[src/rtl/rtdc_pkg.sv]
// ----------------------------------------------------------------------------
// rtdc_pkg
// Shared types and constants of the RTD code to temperature converter.
// ----------------------------------------------------------------------------
package rtdc_pkg;

  localparam int CFG_W     = 20;
  localparam int CFG_IDX_W = 2;

  typedef enum logic [CFG_IDX_W-1:0] {
    REG_REF_RES = 2'd0,
    REG_NOM_RES = 2'd1
  } cfg_reg_t;

  localparam logic [CFG_W-1:0] REF_RES_RST = 20'd43000;
  localparam logic [CFG_W-1:0] NOM_RES_RST = 20'd10000;

  // ratio divider: 3 integer and 32 fraction quotient bits
  localparam int DIV_INT_STEPS = 3;
  localparam int FRAC_Q        = 32;
  localparam int DIV_STEPS     = DIV_INT_STEPS + FRAC_Q;
  localparam int XQ_W          = FRAC_Q + 4;

  // quadratic branch
  localparam logic [28:0]        AB_Q16 = 29'd443522682;
  localparam logic signed [23:0] K_INV  = 24'sd6926407;
  localparam int D_W      = 62;
  localparam logic [63:0] AB_SQ64 = {35'd0, AB_Q16} * {35'd0, AB_Q16};
  localparam logic signed [D_W-1:0] AB_SQ = $signed(AB_SQ64[D_W-1:0]);
  localparam int SQ_W     = 58;
  localparam int SQ_STEPS = 29;
  localparam int S_W      = 29;
  localparam int V_W      = 31;
  localparam int Q_FRAC   = 17;

  // polynomial branch
  localparam int XR_W       = 23;
  localparam int ACC_W      = 40;
  localparam int PROD_W     = ACC_W - 1 + XR_W;
  localparam int POLY_STEPS = 5;
  localparam int POLY_FRAC  = 20;
  localparam logic signed [ACC_W-1:0] POLY_Q20 [POLY_STEPS+1] = '{
    -40'sd253776364, 40'sd233077473, 40'sd27115127,
    -40'sd5060428, -40'sd2955182, 40'sd1598344
  };

  // output
  localparam int T_W  = 19;
  localparam int M_W  = 40;
  localparam logic signed [T_W-1:0] TEMP_MAX = 19'sh3FFFF;
  localparam logic signed [T_W-1:0] TEMP_MIN = 19'sh40000;
  localparam logic [M_W-1:0] TEMP_MAX_MAG = 40'd262143;
  localparam logic [M_W-1:0] TEMP_MIN_MAG = 40'd262144;

  typedef struct packed {
    logic signed [T_W-1:0] temp;
    logic                  poly;
    logic                  sat;
  } out_item_t;

endpackage

[src/rtl/rtdc_sqrt.sv]
// ----------------------------------------------------------------------------
// rtdc_sqrt
// Pipelined integer square root, one result bit per stage, with side data
// carried alongside.
// ----------------------------------------------------------------------------
module rtdc_sqrt import rtdc_pkg::*; #(
  parameter int SIDE_W = 25
) (
  input  logic              clk,
  input  logic              rst_n,
  input  logic              en,
  input  logic              in_valid,
  input  logic [SQ_W-1:0]   in_val,
  input  logic [SIDE_W-1:0] in_side,
  output logic              out_valid,
  output logic [S_W-1:0]    out_root,
  output logic [SIDE_W-1:0] out_side
);

  logic [SQ_STEPS-1:0] valid_r;
  logic [SQ_W-1:0]     v_r    [SQ_STEPS];
  logic [SQ_W-1:0]     res_r  [SQ_STEPS];
  logic [SIDE_W-1:0]   side_r [SQ_STEPS];

  logic [SQ_W-1:0]   src_v    [SQ_STEPS];
  logic [SQ_W-1:0]   src_res  [SQ_STEPS];
  logic [SIDE_W-1:0] src_side [SQ_STEPS];
  logic [SQ_W-1:0]   v_nxt    [SQ_STEPS];
  logic [SQ_W-1:0]   res_nxt  [SQ_STEPS];

  always_comb begin
    logic [SQ_W-1:0] b;
    logic [SQ_W-1:0] t;
    src_v[0]    = in_val;
    src_res[0]  = '0;
    src_side[0] = in_side;
    for (int k = 1; k < SQ_STEPS; k++) begin
      src_v[k]    = v_r[k-1];
      src_res[k]  = res_r[k-1];
      src_side[k] = side_r[k-1];
    end
    for (int k = 0; k < SQ_STEPS; k++) begin
      b = SQ_W'(1) << (SQ_W - 2 - 2 * k);
      t = src_res[k] + b;
      if (src_v[k] >= t) begin
        v_nxt[k]   = src_v[k] - t;
        res_nxt[k] = (src_res[k] >> 1) + b;
      end else begin
        v_nxt[k]   = src_v[k];
        res_nxt[k] = src_res[k] >> 1;
      end
    end
  end

  always_ff @(posedge clk) begin
    if (!rst_n) begin
      valid_r <= '0;
    end else if (en) begin
      valid_r <= {valid_r[SQ_STEPS-2:0], in_valid};
    end
  end

  always_ff @(posedge clk) begin
    if (en) begin
      for (int k = 0; k < SQ_STEPS; k++) begin
        v_r[k]    <= v_nxt[k];
        res_r[k]  <= res_nxt[k];
        side_r[k] <= src_side[k];
      end
    end
  end

  assign out_valid = valid_r[SQ_STEPS-1];
  assign out_root  = res_r[SQ_STEPS-1][S_W-1:0];
  assign out_side  = side_r[SQ_STEPS-1];

endmodule

[config.mk]
export PLATFORM = sky130hd
export DESIGN_NAME = rtdc_sqrt
export DESIGN_NICKNAME = d
export VERILOG_FILES = /design/src/rtl/rtdc_pkg.sv /design/src/rtl/rtdc_sqrt.sv
export SDC_FILE = /design/constraint.sdc
export NUM_CORES = 2
export LEC_CHECK = 0
export BUFFER_PORTS_ARGS = -buffer_cell sky130_fd_sc_hd__buf_2
export CELL_PAD_IN_SITES_DETAIL_PLACEMENT = 1
export CELL_PAD_IN_SITES_GLOBAL_PLACEMENT = 1
export CORE_ASPECT_RATIO = 1.75
export CORE_MARGIN = 10
export CORE_UTILIZATION = 40
export CTS_BUF_LIST = sky130_fd_sc_hd__clkbuf_8 sky130_fd_sc_hd__clkbuf_16
export CTS_CLUSTER_DIAMETER = 60
export DETAILED_ROUTE_END_ITERATION = 10
export HOLD_SLACK_MARGIN = 0.06
export PLACE_DENSITY = 0.62
export REMOVE_ABC_BUFFERS = 1
export SKIP_CTS_REPAIR_TIMING = 1
export SYNTH_ARGS = -nofsm -noshare
export SYNTH_HDL_FRONTEND = slang
export SYNTH_SLANG_ARGS = --single-unit
[constraint.sdc]
create_clock -name clk -period 3.85 [get_ports clk]
set_input_delay 0.5775 -clock clk [delete_from_list [all_inputs] [get_ports clk]]
set_output_delay 0.5775 -clock clk [all_outputs]
set_load 0.1 [all_outputs]
==> impl_metrics.csv <==
group,metric,value,unit
floorplan,core,302000,sq um
synth,synth_top_family_by_area,"simple AND/OR/NAND/NOR gates",
timing,finalHoldViolCount,0,
power,p_per_area,590,nW/um^2
placement,portBuffers,141,
finish,nets,10100,
synth,synth_mux_area_frac,0.0101,
floorplan,die_w,437,um
global_routing,gr-total-overflow,0,
detailed_routing,first_pass_iters,5,
clock_tree,cts-root-buf,"clkbuf_16",
timing,max_freq,0.261,GHz
setup_path,cp_data_arrival_time,4420,ps
finish,final_util,0.470,
placement,gp_congestion,0.986,
synth,async_flop_share,0,
synth,ys_seq_area_frac,0.693,
setup_path,end_kind,"register",
global_routing,grtUsageTotal,0.196,
min_path,hold_depth,1,
timing,finClkSkew,102,ps
clock_tree,cts_tree,"yes",
timing,fin_crit_sh,0.997,
synth,synthAdderAreaFrac,0.0474,
floorplan,num_io_pins,142,
finish,multi_input_area,34600,sq um
synth,synthSimpleGateAreaFrac,0.0981,
min_path,hp-start,"en",
timing,slew_headroom,0.207,
timing,worst_pin_slew,1180,ps
finish,n_fill_cell,30200,
setup_path,cp.required,4430,ps
detailed_routing,wl,333,mm
synth,syn_area_per_cell,14.1,sq um
synth,ys_warn_count,0,
detailed_routing,wl_per_cell,24.0,um
synth,synth-compound-area-share,0.0751,
synth,synth_cell_types,92,
power,p_leak,53.4,nW
timing,rsz0062_at_grt,"yes",
job,maxCapViolations,0,
timing,finalSetupViolCount,0,
detailed_routing,drc,0,
synth,yosys_register_bits,2813,
detailed_routing,vias_per_cell,5.26,
synth,synth_flop_cell,"edfxtp_1",
setup_path,r2r_cells,11,
synth,syn_inst,8614,
setup_path,path_max_fanout,8,
floorplan,rows,267,
min_path,hold_end,"side_r[0][10]$_DFFE_PP_",
synth,synth_xor_area_frac,0.0509,
detailed_routing,drtAntennaViolNets,0,
global_routing,grt_pass1_wl,481,mm
clock_tree,clock_latency,940,ps
clock_tree,clk_pin_slew,60,ps
global_routing,grt_pass1_vias,82000,
setup_path,crit_path_start_kind,"register",
placement,hpwlAfterDp,258,mm
floorplan,dieArea,327000,sq um
detailed_routing,drt_iter0_markers,3302,
synth,syn-cell-area,121000,sq um
setup_path,worstReg2RegEnd,"v_r[1][573]$_DFFE_PP_",
finish,area_growth,17.0,%
setup_path,r2r_slack,10,ps
floorplan,die_h,749,um
setup_path,critical_path.reg2reg.startpoint,"v_r[1][474]$_DFFE_PP_",
detailed_routing,vias,72800,
timing,fin_crit,3840,ps
power,power.total,83.9,mW
clock_tree,htreeDepth,5,
synth,synth-edff-count,2784,
clock_tree,numCtsBuffers,281,
timing,setup_tns,0,ps
finish,drive_gt1_frac,0.137,
timing,slew_viol_final,0,
timing,whs,136,ps
global_routing,antenna_found_initial,14,
min_path,worstHoldPathType,"primary input to register",
clock_tree,cts_buffer_depth,4,
power,vdd_drop_max,0.452,mV
floorplan,start_util,0.402,
status,outcome,"finished, final reports clean",
global_routing,grt_max_degree,129,
finish,ff_latch_area,84200,sq um
setup_path,worstSetupPathType,"register to register",
clock_tree,cts_sinks,2813,
## stage by stage
step	area, sq um	worst slack [ps]	instances
5_1_grt	142000	-76.9	13800
3_3_place_gp	132000	-533	13200
3_5_place_dp	132000	-639	13200
6_report	142000	13.1	13800
2_1_floorplan	121000	-2650	8421
4_1_cts	141000	-695	13700
## worst max-delay path, stage by stage (launching register included)
cell and delay (ps):
edfxtp_1 410, ha_1 370, o21ai_0 170, a2bb2oi_1 430, a211oi_2 190, o21a_1 310
a211oi_1 840, a31oi_1 250, nand4_1 150, buf_4 190, nor4_1 70, xor2_1 160
## per-layer routing
layer  up-vias  track usage  wire [um]
li1      34300            -          -
met4         4        0.189      37000
met3       966       0.0235       8190
met1     36100        0.120      80400
met5         -            0         24
met2      1354        0.435     207000
## area by class of cell
| cell class | instances | share of cell area |
|---|---|---|
| sequential | 2813 | 0.593 |
| multi-input combinational | 5022 | 0.244 |
| tap | 4035 | 0.0355 |
| clock inverter | 205 | 0.0132 |
| timing repair buffer | 824 | 0.0478 |
| antenna | 57 | 0.00100 |
| inverter | 586 | 0.0155 |
| clock buffer | 290 | 0.0508 |
## Yosys cell counts (all sizes together), types with 137 or more instances
cell type | count | share of area
nand4 | 137 | 0.0071
xor2 | 338 | 0.024
clkbuf | 139 | 0.0043
edfxtp | 2784 | 0.69
a21oi | 511 | 0.021
ha | 460 | 0.047
nor2 | 576 | 0.018
nor4 | 285 | 0.015
a21o | 199 | 0.012
o21ai | 282 | 0.012
inv | 586 | 0.018
xnor2 | 368 | 0.027
nor3 | 189 | 0.0078
nand2 | 419 | 0.013
## cells by family after synthesis
logic type / after synthesis
AOI/OAI and AO/OA: 1453
xor gates and xnor gates: 706
adders and majority gates: 460
buffers and inverters: 779
DFF: 2813
muxes: 113
and+or+nand+nor: 2290
## cell usage in the layout (no fill, tap or decap), drive strengths merged, types with 18 or more instances in the layout
| cell type | n |
|---|---|
| a211oi | 34 |
| a21boi | 18 |
| a21o | 199 |
| a21oi | 511 |
| a31oi | 52 |
| and2 | 34 |
| and3 | 33 |
| buf | 739 |
| bufinv | 29 |
| clkbuf | 290 |
| clkinv | 105 |
| dfxtp | 29 |
| diode | 57 |
| dlygate4sd3 | 85 |
| edfxtp | 2784 |
| ha | 460 |
| inv | 643 |
| mux2 | 72 |
| mux2i | 41 |
| nand2 | 419 |
| nand2b | 86 |
| nand3 | 125 |
| nand3b | 26 |
| nand4 | 137 |
| nand4b | 25 |
| nor2 | 576 |
| nor2b | 82 |
| nor3 | 189 |
| nor4 | 285 |
| nor4b | 41 |
| o211ai | 26 |
| o21a | 86 |
| o21ai | 282 |
| o21bai | 42 |
| o31ai | 35 |
| or2 | 24 |
| or3 | 92 |
| or4 | 52 |
| xnor2 | 368 |
| xor2 | 338 |
## report_power, final
group          switching [mW]  leakage [nW]  internal (mW)
sequential               2.24          27.1           37.8
clock                    11.9          4.61           15.6
combinational            9.71          21.7           6.54
total                    23.9          53.4           60.0
## state kept, by name, indices dropped and copies added (netlist names)
name,cells
v_r,1624
side_r,725
res_r,435
valid_r,29
## worst max path at each step
stage                               start               endpoint  slack (ps)  cells after the start
finish              v_r[1][474]$_DFFE_PP_  v_r[1][573]$_DFFE_PP_          10                     11
global route        v_r[0][909]$_DFFE_PP_   v_r[1][55]$_DFFE_PP_         -80                     11
CTS                 v_r[0][858]$_DFFE_PP_  v_r[0][919]$_DFFE_PP_        -700                      8
detailed placement  v_r[0][858]$_DFFE_PP_  v_r[0][919]$_DFFE_PP_        -640                      8
global placement    v_r[0][858]$_DFFE_PP_  v_r[0][903]$_DFFE_PP_        -530                      8
floorplan           v_r[1][360]$_DFFE_PP_  v_r[1][450]$_DFFE_PP_       -2650                     10
No activity file was read; power rests on OpenSTA's default activity.
